==> config.mk <==
export PLATFORM = sky130hd
export DESIGN_NAME = sprite_skip_copy_rle_decoder
export DESIGN_NICKNAME = d
export VERILOG_FILES = /design/src/hw/rtl/srle_pkg.sv /design/src/hw/rtl/sprite_skip_copy_rle_decoder.sv /design/src/hw/rtl/srle_front.sv /design/src/hw/rtl/srle_div.sv /design/src/hw/rtl/srle_back.sv
export SDC_FILE = /design/constraint.sdc
export NUM_CORES = 1
export LEC_CHECK = 0
export ABC_CLOCK_PERIOD_IN_PS = 19700
export BUFFER_PORTS_ARGS = -buffer_cell sky130_fd_sc_hd__buf_2
export CORE_MARGIN = 1.5
export CORE_UTILIZATION = 57
export CTS_CLUSTER_SIZE = 14
export DETAILED_ROUTE_END_ITERATION = 10
export PLACE_DENSITY = 0.74
export SYNTH_ARGS = -nofsm -noshare
export SYNTH_HDL_FRONTEND = slang
export SYNTH_HIERARCHICAL = 1
export SYNTH_SLANG_ARGS = --single-unit
==> constraint.sdc <==
create_clock -name i_clk -period 19.7 [get_ports i_clk]
set_clock_uncertainty 0.2 [all_clocks]
set_input_delay 0.985 -clock i_clk [delete_from_list [all_inputs] [get_ports i_clk]]
set_output_delay 0.985 -clock i_clk [all_outputs]
set_load 0.005 [all_outputs]
==> src/hw/rtl/srle_pkg.sv <==
// Types and constants of the sprite skip/copy run-length decoder.
// Used by every module of the block but srle_div; depends on nothing.
`default_nettype none

package srle_pkg;

    localparam int BYTE_W      = 8;
    localparam int PIX_X_W     = 10;
    localparam int PIX_Y_W     = 10;
    localparam int STATUS_W    = 2;
    localparam int CFG_DATA_W  = 11;
    localparam int CFG_INDEX_W = 2;

    localparam int QUEUE_DEPTH = 2;
    localparam int QUEUE_PTR_W = $clog2(QUEUE_DEPTH);
    localparam int QUEUE_CNT_W = $clog2(QUEUE_DEPTH + 1);

    // Register indexes of the configuration port.
    localparam logic [CFG_INDEX_W-1:0] CFG_WIDTH      = 2'd0;
    localparam logic [CFG_INDEX_W-1:0] CFG_HEIGHT     = 2'd1;
    localparam logic [CFG_INDEX_W-1:0] CFG_COMPRESSED = 2'd2;
    localparam logic [CFG_INDEX_W-1:0] CFG_MIRROR     = 2'd3;

    // Status codes of a result.
    localparam logic [STATUS_W-1:0] ST_BUSY     = 2'd0;
    localparam logic [STATUS_W-1:0] ST_DONE     = 2'd1;
    localparam logic [STATUS_W-1:0] ST_ZERO_LEN = 2'd2;
    localparam logic [STATUS_W-1:0] ST_OVERRUN  = 2'd3;

    // Sticky fault codes share their values with the status codes.
    localparam logic [STATUS_W-1:0] FAULT_NONE     = 2'd0;
    localparam logic [STATUS_W-1:0] FAULT_ZERO_LEN = ST_ZERO_LEN;
    localparam logic [STATUS_W-1:0] FAULT_OVERRUN  = ST_OVERRUN;

    typedef enum logic [1:0] {
        PH_LEN,
        PH_CHUNK,
        PH_COPY
    } t_phase;

    typedef enum logic [1:0] {
        BK_RUN,
        BK_DIV,
        BK_END,
        BK_ISSUE
    } t_bk_state;

    // One queued request, classified on entry.
    typedef struct packed {
        logic              start;
        logic [BYTE_W-1:0] data;
        logic              zero;
    } t_item;

    // Mode bits and the write strobe handed from the register file.
    typedef struct packed {
        logic compressed;
        logic mirror;
        logic cfg_wr;
    } t_mode;

    typedef struct packed {
        logic                pixel_valid;
        logic [PIX_X_W-1:0]  pixel_x;
        logic [PIX_Y_W-1:0]  pixel_y;
        logic [BYTE_W-1:0]   pixel_value;
        logic [STATUS_W-1:0] status;
    } t_result;

endpackage

`default_nettype wire

==> src/hw/rtl/sprite_skip_copy_rle_decoder.sv <==
// Top level of the sprite skip/copy run-length decoder: configuration
// registers, image size, and the front and back ends. Depends on srle_pkg.
//
//   Channel   Direction  Handshake                 Carries
//   cfg       in         i_cfg_valid / o_cfg_ready  i_cfg_index, i_cfg_data
//   in        in         i_in_valid / o_in_ready    i_start_image, i_data_byte
//   out       out        o_out_valid / i_out_ready  o_pixel_*, o_status
//
// A byte that ends a line passes through an end state before its result is issued.
// A skip that carries the position over more than one row runs the shared
// one-bit-per-cycle divider over the PW-bit position, PW being the position
// width (21 bits at the default size). Every configuration write starts the
// same divider to rebuild row and column before the next byte is taken.
// Reset is synchronous and needs no clearing pass. A two-entry queue lets the
// front accept bytes while the back end waits on a stalled output register.
`default_nettype none

module sprite_skip_copy_rle_decoder #(
    parameter int MAX_WIDTH  = 1024,
    parameter int MAX_HEIGHT = 1024
) (
    input  wire logic                                  i_clk,
    input  wire logic                                  i_rst_n,
    input  wire logic                                  i_cfg_valid,
    output logic                                       o_cfg_ready,
    input  wire logic [srle_pkg::CFG_INDEX_W-1:0]      i_cfg_index,
    input  wire logic [srle_pkg::CFG_DATA_W-1:0]       i_cfg_data,
    input  wire logic                                  i_in_valid,
    output logic                                       o_in_ready,
    input  wire logic                                  i_start_image,
    input  wire logic [7:0]                            i_data_byte,
    output logic                                       o_out_valid,
    input  wire logic                                  i_out_ready,
    output logic                                       o_pixel_valid,
    output logic [9:0]                                 o_pixel_x,
    output logic [9:0]                                 o_pixel_y,
    output logic [7:0]                                 o_pixel_value,
    output logic [1:0]                                 o_status
);
    import srle_pkg::*;

    localparam int WW = $clog2(MAX_WIDTH + 1);
    localparam int HW = $clog2(MAX_HEIGHT + 1);
    localparam int PW = $clog2(MAX_WIDTH * MAX_HEIGHT + 256);

    logic [CFG_DATA_W-1:0] r_image_width;
    logic [CFG_DATA_W-1:0] r_image_height;
    logic                  r_compressed;
    logic                  r_mirror;
    logic [PW-1:0]         r_count;
    logic                  cfg_wr;
    logic [WW-1:0]         w_eff;
    logic [HW-1:0]         h_eff;
    t_mode                 mode;
    logic                  item_valid;
    t_item                 item;
    logic                  pop;
    t_result               out;

    assign o_cfg_ready = 1'b1;
    assign cfg_wr      = i_cfg_valid & o_cfg_ready;

    always_ff @(posedge i_clk) begin
        if (!i_rst_n) begin
            r_image_width  <= CFG_DATA_W'(1);
            r_image_height <= CFG_DATA_W'(1);
            r_compressed   <= 1'b1;
            r_mirror       <= 1'b0;
        end else if (cfg_wr) begin
            unique case (i_cfg_index)
                CFG_WIDTH:      r_image_width  <= i_cfg_data;
                CFG_HEIGHT:     r_image_height <= i_cfg_data;
                CFG_COMPRESSED: r_compressed   <= i_cfg_data[0];
                CFG_MIRROR:     r_mirror       <= i_cfg_data[0];
                default:        r_mirror       <= r_mirror;
            endcase
        end
    end

    // A zero size counts as one; a size above the maximum is clipped.
    always_comb begin
        if (r_image_width == '0) begin
            w_eff = WW'(1);
        end else if (32'(r_image_width) > 32'(MAX_WIDTH)) begin
            w_eff = WW'(MAX_WIDTH);
        end else begin
            w_eff = WW'(r_image_width);
        end
        if (r_image_height == '0) begin
            h_eff = HW'(1);
        end else if (32'(r_image_height) > 32'(MAX_HEIGHT)) begin
            h_eff = HW'(MAX_HEIGHT);
        end else begin
            h_eff = HW'(r_image_height);
        end
    end

    always_ff @(posedge i_clk) begin
        if (!i_rst_n) begin
            r_count <= PW'(1);
        end else begin
            r_count <= PW'(w_eff) * PW'(h_eff);
        end
    end

    always_comb begin
        mode.compressed = r_compressed;
        mode.mirror     = r_mirror;
        mode.cfg_wr     = cfg_wr;
    end

    srle_front u_srle_front (
        .i_clk         (i_clk),
        .i_rst_n       (i_rst_n),
        .i_in_valid    (i_in_valid),
        .o_in_ready    (o_in_ready),
        .i_start_image (i_start_image),
        .i_data_byte   (i_data_byte),
        .o_item_valid  (item_valid),
        .o_item        (item),
        .i_pop         (pop)
    );

    srle_back #(
        .MAX_WIDTH  (MAX_WIDTH),
        .MAX_HEIGHT (MAX_HEIGHT)
    ) u_srle_back (
        .i_clk        (i_clk),
        .i_rst_n      (i_rst_n),
        .i_item_valid (item_valid),
        .i_item       (item),
        .o_pop        (pop),
        .i_mode       (mode),
        .i_w_eff      (w_eff),
        .i_count      (r_count),
        .i_out_ready  (i_out_ready),
        .o_out_valid  (o_out_valid),
        .o_out        (out)
    );

    assign o_pixel_valid = out.pixel_valid;
    assign o_pixel_x     = out.pixel_x;
    assign o_pixel_y     = out.pixel_y;
    assign o_pixel_value = out.pixel_value;
    assign o_status      = out.status;

endmodule

`default_nettype wire

==> src/hw/rtl/srle_front.sv <==
// Front end: accepts input requests, classifies them and queues them.
// Depends on srle_pkg.
`default_nettype none

module srle_front (
    input  wire logic                    i_clk,
    input  wire logic                    i_rst_n,
    input  wire logic                    i_in_valid,
    output logic                         o_in_ready,
    input  wire logic                    i_start_image,
    input  wire logic [7:0]              i_data_byte,
    output logic                         o_item_valid,
    output srle_pkg::t_item              o_item,
    input  wire logic                    i_pop
);
    import srle_pkg::*;

    t_item                  r_mem [QUEUE_DEPTH];
    logic [QUEUE_PTR_W-1:0] r_wr_ptr;
    logic [QUEUE_PTR_W-1:0] r_rd_ptr;
    logic [QUEUE_CNT_W-1:0] r_fill;
    logic                   push;
    logic                   pop;
    t_item                  new_item;

    assign o_in_ready   = (r_fill != QUEUE_CNT_W'(QUEUE_DEPTH));
    assign o_item_valid = (r_fill != '0);
    assign push         = i_in_valid & o_in_ready;
    assign pop          = i_pop & o_item_valid;

    always_comb begin
        new_item.start = i_start_image;
        new_item.data  = i_data_byte;
        new_item.zero  = (i_data_byte == '0);
    end

    always_ff @(posedge i_clk) begin
        if (push) begin
            r_mem[r_wr_ptr] <= new_item;
        end
    end

    assign o_item = r_mem[r_rd_ptr];

    always_ff @(posedge i_clk) begin
        if (!i_rst_n) begin
            r_wr_ptr <= '0;
            r_rd_ptr <= '0;
            r_fill   <= '0;
        end else begin
            if (push) begin
                r_wr_ptr <= (r_wr_ptr == QUEUE_PTR_W'(QUEUE_DEPTH - 1)) ? '0 : r_wr_ptr + 1'b1;
            end
            if (pop) begin
                r_rd_ptr <= (r_rd_ptr == QUEUE_PTR_W'(QUEUE_DEPTH - 1)) ? '0 : r_rd_ptr + 1'b1;
            end
            if (push && !pop) begin
                r_fill <= r_fill + 1'b1;
            end else if (pop && !push) begin
                r_fill <= r_fill - 1'b1;
            end
        end
    end

endmodule

`default_nettype wire

==> src/hw/rtl/srle_div.sv <==
// Restoring divider, one quotient bit per cycle, for turning a write
// position into row and column. Self-contained; depends on no other file.
`default_nettype none

module srle_div #(
    parameter int DIVIDEND_W = 21,
    parameter int DIVISOR_W  = 11
) (
    input  wire logic                  i_clk,
    input  wire logic                  i_rst_n,
    input  wire logic                  i_start,
    input  wire logic [DIVIDEND_W-1:0] i_dividend,
    input  wire logic [DIVISOR_W-1:0]  i_divisor,
    output logic                       o_done,
    output logic [DIVIDEND_W-1:0]      o_quotient,
    output logic [DIVISOR_W-1:0]       o_remainder
);
    localparam int CNT_W = $clog2(DIVIDEND_W + 1);

    logic                  r_busy;
    logic                  r_done;
    logic [CNT_W-1:0]      r_cnt;
    logic [DIVIDEND_W-1:0] r_quo;
    logic [DIVISOR_W-1:0]  r_rem;
    logic [DIVISOR_W-1:0]  r_div;
    logic [DIVISOR_W:0]    trial;
    logic [DIVISOR_W:0]    diff;
    logic                  ge;

    assign trial = {r_rem, r_quo[DIVIDEND_W-1]};
    assign ge    = (trial >= {1'b0, r_div});
    assign diff  = trial - {1'b0, r_div};

    always_ff @(posedge i_clk) begin
        if (!i_rst_n) begin
            r_busy <= 1'b0;
            r_done <= 1'b0;
            r_cnt  <= '0;
        end else begin
            r_done <= 1'b0;
            if (i_start) begin
                r_busy <= 1'b1;
                r_cnt  <= CNT_W'(DIVIDEND_W);
            end else if (r_busy) begin
                r_cnt <= r_cnt - 1'b1;
                if (r_cnt == CNT_W'(1)) begin
                    r_busy <= 1'b0;
                    r_done <= 1'b1;
                end
            end
        end
    end

    always_ff @(posedge i_clk) begin
        if (i_start) begin
            r_quo <= i_dividend;
            r_rem <= '0;
            r_div <= i_divisor;
        end else if (r_busy) begin
            r_quo <= {r_quo[DIVIDEND_W-2:0], ge};
            r_rem <= ge ? diff[DIVISOR_W-1:0] : trial[DIVISOR_W-1:0];
        end
    end

    assign o_done      = r_done;
    assign o_quotient  = r_quo;
    assign o_remainder = r_rem;

endmodule

`default_nettype wire

==> src/hw/rtl/srle_back.sv <==
// Back end: line/skip/copy sequencer, position tracking and result register.
// Depends on srle_pkg and srle_div.
`default_nettype none

module srle_back #(
    parameter int MAX_WIDTH  = 1024,
    parameter int MAX_HEIGHT = 1024
) (
    input  wire logic                                            i_clk,
    input  wire logic                                            i_rst_n,
    input  wire logic                                            i_item_valid,
    input  wire srle_pkg::t_item                                 i_item,
    output logic                                                 o_pop,
    input  wire srle_pkg::t_mode                                 i_mode,
    input  wire logic [$clog2(MAX_WIDTH + 1)-1:0]                i_w_eff,
    input  wire logic [$clog2(MAX_WIDTH * MAX_HEIGHT + 256)-1:0] i_count,
    input  wire logic                                            i_out_ready,
    output logic                                                 o_out_valid,
    output srle_pkg::t_result                                    o_out
);
    import srle_pkg::*;

    localparam int WW = $clog2(MAX_WIDTH + 1);
    localparam int CW = $clog2(MAX_WIDTH);
    localparam int PW = $clog2(MAX_WIDTH * MAX_HEIGHT + 256);
    localparam int AW = PW + 1;

    t_bk_state         r_state, n_state;
    t_phase            r_phase, n_phase;
    logic [7:0]        r_line_left, n_line_left;
    logic              r_next_skip, n_next_skip;
    logic [7:0]        r_copy_left, n_copy_left;
    logic [PW-1:0]     r_pos, n_pos;
    logic [CW-1:0]     r_col, n_col;
    logic [PW-1:0]     r_row, n_row;
    logic              r_finished, n_finished;
    logic [STATUS_W-1:0] r_fault, n_fault;
    logic              r_recalc, n_recalc;
    t_result           r_pend, n_pend;
    logic              r_pend_end, n_pend_end;
    logic              r_pend_issue, n_pend_issue;
    logic              r_out_valid, n_out_valid;
    t_result           r_out, n_out;

    // Decoder state as seen by this request, after an optional restart.
    logic              start;
    t_phase            c_phase;
    logic [7:0]        c_line_left;
    logic              c_next_skip;
    logic [7:0]        c_copy_left;
    logic [PW-1:0]     c_pos;
    logic [CW-1:0]     c_col;
    logic [PW-1:0]     c_row;
    logic              c_finished;
    logic [STATUS_W-1:0] c_fault;

    logic [7:0]        b;
    logic [PW-1:0]     b_pos;
    logic              out_free;
    logic [PW-1:0]     room;
    logic              in_image;
    logic [PW-1:0]     pos_inc;
    logic [AW-1:0]     col_p1;
    logic              col_wrap;
    logic [CW-1:0]     col_nxt;
    logic [PW-1:0]     row_nxt;
    logic              raw_done;
    logic [7:0]        ll_dec;
    logic [7:0]        cl_dec;
    logic [PW-1:0]     sat_pos;
    logic [PW-1:0]     skip_pos;
    logic [AW-1:0]     skip_sum;
    logic [AW-1:0]     skip_sum_w;
    logic              skip_fast;
    logic              skip_one_row;
    logic              copy_over;
    logic [AW-1:0]     mirror_x;
    t_result           emit_res;
    logic              end_pad;
    logic [PW-1:0]     end_pos;
    logic              end_done;

    logic              div_start;
    logic [PW-1:0]     div_dividend;
    logic              div_done;
    logic [PW-1:0]     div_quo;
    logic [WW-1:0]     div_rem;

    logic              issue;
    t_result           pix;

    function automatic logic [STATUS_W-1:0] status_of(input logic [STATUS_W-1:0] fault,
                                                      input logic finished);
        logic [STATUS_W-1:0] st;
        if (fault != FAULT_NONE) begin
            st = fault;
        end else if (finished) begin
            st = ST_DONE;
        end else begin
            st = ST_BUSY;
        end
        return st;
    endfunction

    srle_div #(
        .DIVIDEND_W (PW),
        .DIVISOR_W  (WW)
    ) u_srle_div (
        .i_clk       (i_clk),
        .i_rst_n     (i_rst_n),
        .i_start     (div_start),
        .i_dividend  (div_dividend),
        .i_divisor   (i_w_eff),
        .o_done      (div_done),
        .o_quotient  (div_quo),
        .o_remainder (div_rem)
    );

    assign start       = i_item.start;
    assign c_phase     = start ? PH_LEN : r_phase;
    assign c_line_left = start ? 8'd0 : r_line_left;
    assign c_next_skip = start ? 1'b1 : r_next_skip;
    assign c_copy_left = start ? 8'd0 : r_copy_left;
    assign c_pos       = start ? '0 : r_pos;
    assign c_col       = start ? '0 : r_col;
    assign c_row       = start ? '0 : r_row;
    assign c_finished  = start ? 1'b0 : r_finished;
    assign c_fault     = start ? FAULT_NONE : r_fault;

    assign b        = i_item.data;
    assign b_pos    = PW'(b);
    assign out_free = !r_out_valid || i_out_ready;

    assign in_image = (c_pos < i_count);
    assign room     = in_image ? (i_count - c_pos) : '0;

    // Single step forward, wrapping the column at the row end.
    assign pos_inc  = c_pos + 1'b1;
    assign col_p1   = AW'(c_col) + AW'(1);
    assign col_wrap = (col_p1 == AW'(i_w_eff));
    assign col_nxt  = col_wrap ? '0 : CW'(col_p1);
    assign row_nxt  = col_wrap ? (c_row + 1'b1) : c_row;
    assign raw_done = in_image ? (pos_inc >= i_count) : 1'b1;

    assign ll_dec = c_line_left - 1'b1;
    assign cl_dec = c_copy_left - 1'b1;

    // A skip saturates at the image end. The step is at most one byte, so
    // a column carry of up to one row is settled here; more goes to the divider.
    assign sat_pos      = (c_pos > i_count) ? c_pos : i_count;
    assign skip_pos     = (b_pos >= room) ? sat_pos : (c_pos + b_pos);
    assign skip_sum     = AW'(c_col) + AW'(skip_pos - c_pos);
    assign skip_sum_w   = skip_sum - AW'(i_w_eff);
    assign skip_fast    = (skip_sum < AW'(i_w_eff));
    assign skip_one_row = (skip_sum_w < AW'(i_w_eff));

    assign copy_over = (b_pos > room) || (b > ll_dec);

    assign mirror_x = AW'(i_w_eff) - AW'(c_col) - AW'(1);

    always_comb begin
        emit_res.pixel_valid = 1'b1;
        emit_res.pixel_x     = i_mode.mirror ? PIX_X_W'(mirror_x) : PIX_X_W'(c_col);
        emit_res.pixel_y     = PIX_Y_W'(c_row);
        emit_res.pixel_value = b;
        emit_res.status      = ST_BUSY;
    end

    // Padding to the next row at the end of a line.
    assign end_pad  = (r_pos < i_count) && (r_col != '0);
    assign end_pos  = end_pad ? (r_pos + PW'(i_w_eff) - PW'(r_col)) : r_pos;
    assign end_done = (end_pos >= i_count);

    always_comb begin
        n_state      = r_state;
        n_phase      = r_phase;
        n_line_left  = r_line_left;
        n_next_skip  = r_next_skip;
        n_copy_left  = r_copy_left;
        n_pos        = r_pos;
        n_col        = r_col;
        n_row        = r_row;
        n_finished   = r_finished;
        n_fault      = r_fault;
        n_recalc     = r_recalc | i_mode.cfg_wr;
        n_pend       = r_pend;
        n_pend_end   = r_pend_end;
        n_pend_issue = r_pend_issue;
        n_out_valid  = r_out_valid & ~i_out_ready;
        n_out        = r_out;
        pix          = '0;
        issue        = 1'b0;
        o_pop        = 1'b0;
        div_start    = 1'b0;
        div_dividend = r_pos;

        unique case (r_state)
            BK_RUN: begin
                if (r_recalc) begin
                    // New geometry: rebuild row and column from the position.
                    div_start    = 1'b1;
                    n_recalc     = i_mode.cfg_wr;
                    n_pend_end   = 1'b0;
                    n_pend_issue = 1'b0;
                    n_state      = BK_DIV;
                end else if (i_item_valid && out_free) begin
                    o_pop       = 1'b1;
                    issue       = 1'b1;
                    n_phase     = c_phase;
                    n_line_left = c_line_left;
                    n_next_skip = c_next_skip;
                    n_copy_left = c_copy_left;
                    n_pos       = c_pos;
                    n_col       = c_col;
                    n_row       = c_row;
                    n_finished  = c_finished;
                    n_fault     = c_fault;

                    if (c_finished || (c_fault != FAULT_NONE)) begin
                        issue = 1'b1;
                    end else if (!i_mode.compressed) begin
                        if (in_image) begin
                            pix   = emit_res;
                            n_pos = pos_inc;
                            n_col = col_nxt;
                            n_row = row_nxt;
                        end
                        n_finished = raw_done;
                    end else begin
                        unique case (c_phase)
                            PH_CHUNK: begin
                                n_line_left = ll_dec;
                                if (c_next_skip) begin
                                    n_next_skip = 1'b0;
                                    n_pos       = skip_pos;
                                    if (skip_fast) begin
                                        n_col = CW'(skip_sum);
                                    end else if (skip_one_row) begin
                                        n_col = CW'(skip_sum_w);
                                        n_row = c_row + 1'b1;
                                    end else begin
                                        div_start    = 1'b1;
                                        div_dividend = skip_pos;
                                        issue        = 1'b0;
                                        n_pend_end   = (ll_dec == 8'd0);
                                        n_pend_issue = 1'b1;
                                        n_state      = BK_DIV;
                                    end
                                    if ((skip_fast || skip_one_row) && (ll_dec == 8'd0)) begin
                                        issue   = 1'b0;
                                        n_state = BK_END;
                                    end
                                end else if (copy_over) begin
                                    n_fault = FAULT_OVERRUN;
                                end else begin
                                    n_next_skip = 1'b1;
                                    n_copy_left = b;
                                    if (b != 8'd0) begin
                                        n_phase = PH_COPY;
                                    end else if (ll_dec == 8'd0) begin
                                        issue   = 1'b0;
                                        n_state = BK_END;
                                    end
                                end
                            end
                            PH_COPY: begin
                                pix         = emit_res;
                                n_pos       = pos_inc;
                                n_col       = col_nxt;
                                n_row       = row_nxt;
                                n_copy_left = cl_dec;
                                n_line_left = ll_dec;
                                if (cl_dec == 8'd0) begin
                                    n_phase = PH_CHUNK;
                                    if (ll_dec == 8'd0) begin
                                        issue   = 1'b0;
                                        n_state = BK_END;
                                    end
                                end
                            end
                            default: begin
                                if (i_item.zero) begin
                                    n_fault = FAULT_ZERO_LEN;
                                end else begin
                                    n_line_left = b - 1'b1;
                                    n_next_skip = 1'b1;
                                    n_copy_left = 8'd0;
                                    n_phase     = PH_CHUNK;
                                    if (b == 8'd1) begin
                                        issue   = 1'b0;
                                        n_state = BK_END;
                                    end
                                end
                            end
                        endcase
                    end

                    if (issue) begin
                        n_out_valid = 1'b1;
                        n_out       = pix;
                        n_out.status = status_of(n_fault, n_finished);
                    end else begin
                        n_pend = pix;
                    end
                end
            end
            BK_DIV: begin
                if (div_done) begin
                    n_col = CW'(div_rem);
                    n_row = div_quo;
                    if (r_pend_end) begin
                        n_state = BK_END;
                    end else if (r_pend_issue) begin
                        n_state = BK_ISSUE;
                    end else begin
                        n_state = BK_RUN;
                    end
                end
            end
            BK_END: begin
                if (out_free) begin
                    n_pos        = end_pos;
                    n_col        = end_pad ? '0 : r_col;
                    n_row        = end_pad ? (r_row + 1'b1) : r_row;
                    n_finished   = end_done;
                    n_phase      = PH_LEN;
                    n_out_valid  = 1'b1;
                    n_out        = r_pend;
                    n_out.status = status_of(r_fault, end_done);
                    n_state      = BK_RUN;
                end
            end
            BK_ISSUE: begin
                if (out_free) begin
                    n_out_valid  = 1'b1;
                    n_out        = r_pend;
                    n_out.status = status_of(r_fault, r_finished);
                    n_state      = BK_RUN;
                end
            end
            default: begin
                n_state = BK_RUN;
            end
        endcase
    end

    always_ff @(posedge i_clk) begin
        if (!i_rst_n) begin
            r_state      <= BK_RUN;
            r_phase      <= PH_LEN;
            r_line_left  <= 8'd0;
            r_next_skip  <= 1'b1;
            r_copy_left  <= 8'd0;
            r_pos        <= '0;
            r_col        <= '0;
            r_row        <= '0;
            r_finished   <= 1'b0;
            r_fault      <= FAULT_NONE;
            r_recalc     <= 1'b0;
            r_pend_end   <= 1'b0;
            r_pend_issue <= 1'b0;
            r_out_valid  <= 1'b0;
        end else begin
            r_state      <= n_state;
            r_phase      <= n_phase;
            r_line_left  <= n_line_left;
            r_next_skip  <= n_next_skip;
            r_copy_left  <= n_copy_left;
            r_pos        <= n_pos;
            r_col        <= n_col;
            r_row        <= n_row;
            r_finished   <= n_finished;
            r_fault      <= n_fault;
            r_recalc     <= n_recalc;
            r_pend_end   <= n_pend_end;
            r_pend_issue <= n_pend_issue;
            r_out_valid  <= n_out_valid;
        end
    end

    always_ff @(posedge i_clk) begin
        r_pend <= n_pend;
        r_out  <= n_out;
    end

    assign o_out_valid = r_out_valid;
    assign o_out       = r_out;

endmodule

`default_nettype wire

==> results.json, run 1 <==
{
  "place_worst_setup_slack_ns": 6.41,
  "status": "complete, no violations",
  "ios": 61,
  "multi_input_area_sq_um": 21000,
  "root_buffer": "clkbuf_16",
  "path_max_fanout": 53,
  "syn_inst": 3666,
  "yosysMostFrequentCell": "nand2_1",
  "synth_xor_area_share_pct": 4.81,
  "critPathArrivalTime_ns": 13.78,
  "ys.warnings.count": 6,
  "ys_seq_elements": 249,
  "die-area_sq_um": 52400,
  "finalSetupTns_ns": 0,
  "yosysSeqAreaShare_pct": 21.0,
  "layout_min_cycle_time_ns": 13.76,
  "syn2layout_area_growth_pct": 6.07,
  "grt_pass1_vias": 27200,
  "synthDominantCellAreaShare_pct": 12.1,
  "routedWlPerCell_um": 24.5,
  "chipWidth_um": 229,
  "clock.fmax_mhz": 72.7,
  "cts_tree": "built",
  "drive_above_1_share_pct": 8.50,
  "synth-simple-area-share_pct": 20.3,
  "synthMuxAreaShare_pct": 4.24,
  "slew_headroom_pct": 16.1,
  "hold_buffers": 0,
  "synthTopCellsByArea": "ha_1 12%, edfxtp_1 12%, dfxtp_1 9.4%, fa_1 7.2%, nand2_1 5.0%",
  "synthAdderAreaFrac_pct": 19.3,
  "drtIter0Drc": 3792,
  "startpoint_type": "flip-flop",
  "synth_ff_type": "dfxtp_1",
  "dr_total_vias": 29000,
  "overflow": 0,
  "yosysTopAreaCell": "ha_1",
  "utilization_pct": 61.4,
  "fillCellCount": 4617,
  "synthDistinctLibCells": 117,
  "regArea_sq_um": 6110,
  "start_util_pct": 57.8,
  "hold_path.class": "flip-flop to flip-flop",
  "gp_congestion": 1.04,
  "synth_top_family_by_area": "compound AO/OA/AOI/OAI gates",
  "finalHoldViolations": 0,
  "portBuffers": 59,
  "layout_worst_path_cycle_share_pct": 69.8,
  "clk_pin_slew_ns": 0.06,
  "dpl.hpwl_um": 79700,
  "grt_setup_unrepaired": "false",
  "htree_levels": 1,
  "cts_sinks": 249,
  "gr-usage-all-layers_pct": 39.4,
  "rows": 82,
  "floorplan.die.height_um": 229,
  "cp-end-kind": "flip-flop",
  "insertion_delay_ns": 0.61,
  "numCtsBuffers": 30,
  "grt_pass1_wl_um": 161000,
  "synth_area_sq_um": 29100,
  "synthArstFlopShare_pct": 0,
  "required_ns": 19.72,
  "synth_edf_count": 112,
  "setup_viol": 0,
  "max_slew.worst_pin.slew_ns": 1.25,
  "routed_wirelength_um": 106000,
  "fin_cells": 4320,
  "drt_pre_antenna_iters": 6,
  "core_area_sq_um": 50300,
  "dp.cells": 4263,
  "worst_slack_ns": 5.94,
  "cts_resized": 0,
  "cp_slowest_cell": "or2_2",
  "final_nets": 4036,
  "synth_compound_area_share_pct": 23.4,
  "drc": 0,
  "synth_nets": 4079,
  "grt_max_degree": 54,
  "synth_commonest_cells": "391 x nand2_1, 370 x nor2_1, 330 x inv_1, 282 x ha_1, 234 x a21oi_1",
  "synth.avg_cell_area_sq_um": 7.93,
  "postRouteAntennaNets": 0,
  "path_class": "flip-flop to flip-flop",
  "max_cap_viol_count": 0,
  "cts_buffer_depth": 3,
  "slew_violations": 0,
  "viasPerCell": 6.72,
  "antenna_found_initial": 2,
  "slowest_delay_ns": 0.61,
  "cts_setup_buffers": 0
}
-- sequential cells by signal (all words and copies together), names as in the netlist, 5 cells and up, named ones only --
register / cells
u_srle_back/o_out: 31
u_srle_back/r_pend: 29
r_count: 21
u_srle_back/r_pos: 21
u_srle_back/u_srle_div/o_quotient: 21
u_srle_front/r_mem: 20
r_image_height: 11
r_image_width: 11
u_srle_back/u_srle_div/o_remainder: 11
u_srle_back/u_srle_div/r_div: 11
u_srle_back/r_col: 10
u_srle_back/r_row: 10
u_srle_back/r_copy_left: 8
u_srle_back/r_line_left: 8
u_srle_back/u_srle_div/r_cnt: 5
-- metrics by stage --
step                      hold WS, ns  area (sq um)
after floorplan                 0.241         29100
after global placement          0.263         29900
after detailed placement        0.271         29900
after CTS                       0.279         30800
after global routing            0.310         30800
final                           0.278         30800
-- cells by family after synthesis --
logic type,Yosys count
and+or+nand+nor,1241
AOI/OAI and AO/OA,997
buffers and inverters,521
adders and majority gates,386
DFF,249
xor gates and xnor gates,155
muxes,116
other,1
-- final cells by class --
type / instances / area share, %
diodes: 1 / 0.00811
multi-input cells: 2896 / 68.0
well taps: 672 / 2.73
clock inverters: 14 / 0.377
flip-flops and latches: 249 / 19.8
clock buffers: 42 / 2.81
inverters: 336 / 4.09
repair buffers: 110 / 2.20
-- critical path, delay by kind of cell (launching register included) --
kind / cells / cell delay [ns]
AO/OA/AOI/OAI: 13 / 3.26
multiplexers: 2 / 0.66
XOR/XNOR: 1 / 0.11
buffers and inverters: 10 / 3.11
adder cells (fa/ha/maj): 6 / 1.89
AND/OR/NAND/NOR: 17 / 3.47
flip-flops: 1 / 0.59
-- path summary, 6_finish.rpt --
| check | from | end | slack [ns] | cells past startpoint |
|---|---|---|---|---|
| worst min-delay path | u_srle_back/r_pend_end | u_srle_back/r_pend_end | 0.28 | 2 |
| worst min register to register | u_srle_back/r_pend_end | u_srle_back/r_pend_end | 0.28 | 2 |
| worst max register to register | flip-flop | u_srle_back/u_srle_div/o_quotient[20] | 5.94 | 49 |
| worst max-delay path | flip-flop | u_srle_back/u_srle_div/o_quotient[20] | 5.94 | 49 |
-- routing by layer --
| metal | track usage [%] | vias to the layer above | wire length (um) | share of wire (%) |
|---|---|---|---|---|
| met5 | 0 | - | 13 | 0.012 |
| li1 | - | 13100 | - | - |
| met1 | 51.3 | 13600 | 41200 | 39 |
| met4 | 20.4 | 2 | 6610 | 6.3 |
| met3 | 12.3 | 478 | 14100 | 13 |
| met2 | 58.5 | 1878 | 43800 | 41 |
-- placed cells by master (no fill, tap or decap), drive strengths merged, types with 21 or more instances in the layout --
master / Yosys / routed
a211oi: 35 / 35
a21o: 57 / 57
a21oi: 240 / 240
a221oi: 21 / 21
a22oi: 23 / 23
a31oi: 43 / 43
and2: 37 / 37
and3: 32 / 32
buf: 39 / 110
clkbuf: 146 / 42
dfxtp: 137 / 137
edfxtp: 112 / 112
fa: 104 / 104
ha: 282 / 282
inv: 330 / 332
mux2: 58 / 58
mux2i: 58 / 58
nand2: 392 / 392
nand2b: 41 / 41
nand3: 79 / 79
nand4: 30 / 30
nor2: 370 / 370
nor2b: 56 / 56
nor3: 80 / 80
nor4: 32 / 32
o211ai: 40 / 40
o21a: 33 / 33
o21ai: 231 / 231
o221ai: 42 / 42
o31ai: 33 / 33
xnor2: 108 / 108
xor2: 44 / 44
Power of run 1 is left out: the tool's default activity adds up to more than one toggle a clock period on the data nets, which glitch-free logic cannot reach.
==> inputs of run 2 (changes only) <==
--- a/config.mk
+++ b/config.mk
@@ -5,13 +5,14 @@
 export SDC_FILE = /design/constraint.sdc
 export NUM_CORES = 1
 export LEC_CHECK = 0
-export ABC_CLOCK_PERIOD_IN_PS = 19700
+export ABC_AREA = 1
+export ABC_CLOCK_PERIOD_IN_PS = 13750
 export BUFFER_PORTS_ARGS = -buffer_cell sky130_fd_sc_hd__buf_2
 export CORE_MARGIN = 1.5
 export CORE_UTILIZATION = 57
 export CTS_CLUSTER_SIZE = 14
 export DETAILED_ROUTE_END_ITERATION = 10
-export PLACE_DENSITY = 0.74
+export PLACE_DENSITY = 0.73
 export SYNTH_ARGS = -nofsm -noshare
 export SYNTH_HDL_FRONTEND = slang
 export SYNTH_HIERARCHICAL = 1
==> constraint.sdc (replaced) <==
create_clock -name i_clk -period 13.75 [get_ports i_clk]
set_clock_uncertainty 0.2 [all_clocks]
set_input_delay 0.6875 -clock i_clk [delete_from_list [all_inputs] [get_ports i_clk]]
set_output_delay 0.6875 -clock i_clk [all_outputs]
set_load 0.005 [all_outputs]
==> run 2 against run 1 <==
Net effect: hold slack worse by 0.20 ns; worst setup slack worse by 4.7 ns; core utilization is 0.23 points higher; via count is 5.6% higher; final area is 3.1% higher; non-clock buffer count is 8 lower.
==> results.json, run 2 <==
{
  "status": "complete, no violations",
  "dpl.hpwl_um": 79300,
  "chipWidth_um": 232,
  "grt_pass1_vias": 29000,
  "cpMostUsedCell": "nand2_1",
  "final_cell_mix": "1192 x nand2_1, 645 x inv_1, 393 x a21oi_1",
  "synth_area_sq_um": 29900,
  "crit_buf_inv": 7,
  "synthAdderAreaFrac_pct": 18.8,
  "floorplan.die.height_um": 232,
  "grt_pass1_wl_um": 162000,
  "postRouteAntennaNets": 0,
  "synth_ff_type": "dfxtp_1",
  "critPathArrivalTime_ns": 12.54,
  "min_delay_worst_endpoint": "u_srle_front/r_mem[1][7]",
  "clock.fmax_mhz": 79.9,
  "die-area_sq_um": 53800,
  "synth_top_family_by_area": "simple AND/OR/NAND/NOR gates",
  "grt_setup_unrepaired": "false",
  "yosysSeqAreaShare_pct": 20.4,
  "final_common_cell": "nand2_1",
  "r2r_slack_ns": 1.24,
  "viasPerCell": 5.86,
  "path_max_fanout": 54,
  "insertion_delay_ns": 0.62,
  "syn_inst": 4528,
  "gp_congestion": 1.01,
  "gr-usage-all-layers_pct": 38.5,
  "layout_worst_path_cycle_share_pct": 91.0,
  "max_cap_viol_count": 0,
  "drtIter0Drc": 3861,
  "ys.warnings.count": 6,
  "cts_sinks": 249,
  "cts_tree": "built",
  "dr_total_vias": 30700,
  "synthDominantCellAreaShare_pct": 15.0,
  "setup_viol": 0,
  "slowest_delay_ns": 0.63,
  "synth_compound_area_share_pct": 16.3,
  "synth_xor_area_share_pct": 3.10,
  "routed_wirelength_um": 104000,
  "synth-simple-area-share_pct": 29.9,
  "syn2layout_area_growth_pct": 6.33,
  "synth_commonest_cells": "1194 x nand2_1, 646 x inv_1, 393 x a21oi_1, 390 x nor2_1, 282 x ha_1",
  "finalSetupTns_ns": 0,
  "slew_headroom_pct": 26.4,
  "root_buffer": "clkbuf_16",
  "crit_family": "simple AND/OR/NAND/NOR gates",
  "path_class": "flip-flop to flip-flop",
  "antenna_found_initial": 1,
  "largest_reg_flops": 31,
  "grt_max_degree": 63,
  "final_nets": 4936,
  "hold_depth": 1,
  "ios": 61,
  "reg2reg_depth": 57,
  "cp_slowest_cell": "mux2_2",
  "cts_buffer_depth": 3,
  "synthMuxAreaShare_pct": 0.477,
  "cp-end-kind": "flip-flop",
  "synthArstFlopShare_pct": 0,
  "drt_pre_antenna_iters": 9,
  "portBuffers": 59,
  "clk_pin_slew_ns": 0.06,
  "hold_start": "i_data_byte[6]",
  "overflow": 0,
  "layout_min_cycle_time_ns": 12.51,
  "slew_violations": 0,
  "start_util_pct": 57.9,
  "routedWlPerCell_um": 19.9,
  "diodes": 0,
  "max_slew.worst_pin.slew_ns": 1.10,
  "drive_above_1_share_pct": 8.09,
  "yosysTopAreaCell": "nand2_1",
  "drc": 0,
  "synthTopCellsByArea": "nand2_1 15%, ha_1 12%, edfxtp_1 11%, dfxtp_1 9.2%, inv_1 8.1%",
  "synth.avg_cell_area_sq_um": 6.60,
  "yosysMostFrequentCell": "nand2_1",
  "reg2reg_to": "u_srle_back/u_srle_div/o_quotient[1]",
  "synth_edf_count": 112,
  "synthDistinctLibCells": 71,
  "startpoint_type": "flip-flop",
  "finalHoldViolations": 0,
  "ys_seq_elements": 249,
  "hold_path.class": "input pin to flip-flop",
  "numCtsBuffers": 31,
  "core_area_sq_um": 51600,
  "synth_nets": 4941,
  "required_ns": 13.78,
  "hold_buffers": 0,
  "htree_levels": 1,
  "rows": 83
}
run 2: cell count changes in the layout (fill, tap and decap cells not counted), sizes merged, moves of 78 or more:
cell and delta:
nor2 +78, a21oi +160, inv +363, nand2 +840, xnor2 -89, nand3 +138
run 2: per-layer routing:
metal	vias up	track usage (%)	share of wire, %
met1	14000	50.7	41
met5	-	0	0.012
met2	1618	60.4	43
met3	342	6.59	10
li1	14700	-	-
met4	2	20.3	6.0
run 2: layout make-up:
class	instances	area [sq um]
inverter	703	2650
clock inverter	18	214
tap	680	851
clock buffer	40	810
sequential	249	6110
fill	5005	19800
timing repair inverter	1	5.00
multi-input combinational	3435	20500
timing repair buffer	102	618
run 2: worst max-delay path by stage:
stage / start / to / depth (start not counted)
after detailed placement: flip-flop / u_srle_back/u_srle_div/o_quotient[1] / 57
after floorplan: flip-flop / u_srle_back/u_srle_div/o_quotient[0] / 63
after global routing: flip-flop / u_srle_back/u_srle_div/o_quotient[5] / 57
final: flip-flop / u_srle_back/u_srle_div/o_quotient[1] / 57
after global placement: flip-flop / u_srle_back/u_srle_div/o_quotient[1] / 57
after CTS: flip-flop / u_srle_back/u_srle_div/o_quotient[9] / 57
run 2: worst reg2reg max path, delay by kind of cell (launching register included):
kind	cells	cell delay, ns
XOR/XNOR	2	0.42
flip-flops	1	0.32
AND/OR/NAND/NOR	31	5.02
adder cells (fa/ha/maj)	6	2.08
AO/OA/AOI/OAI	10	1.41
multiplexers	1	0.63
buffers and inverters	7	2.10
run 2: cells by family (layout without fill, tap and decap cells):
group,after synthesis,count (layout)
muxes,13,13
DFF,249,249
adders and majority gates,386,386
and+or+nand+nor,2059,2059
buffers and inverters,844,864
xor gates and xnor gates,106,106
AOI/OAI and AO/OA,870,870
other,1,1
run 2: what timing repair did:
item                                    CTS  global route
endpoints found under the setup margin    0            23
setup buffers                             0             1
resized for setup                         0             3
run 2: per-stage QoR:
| stage | setup slack [ns] | cells | hold WS [ns] | instance area, sq um | utilization, % |
|---|---|---|---|---|---|
| 2_1_floorplan | 2.42 | 4528 | 0.239 | 29900 | - |
| 3_3_place_gp | 1.10 | 5168 | 0.252 | 30700 | 59.6 |
| 3_5_place_dp | 0.898 | 5168 | 0.257 | 30700 | 59.6 |
| 4_1_cts | 0.836 | 5226 | 0.0647 | 31800 | 61.6 |
| 5_1_grt | 0.280 | 5228 | 0.0721 | 31800 | 61.6 |
| 6_report | 1.24 | 5228 | 0.0818 | 31800 | 61.6 |
Power of run 2 is left out for the same reason.
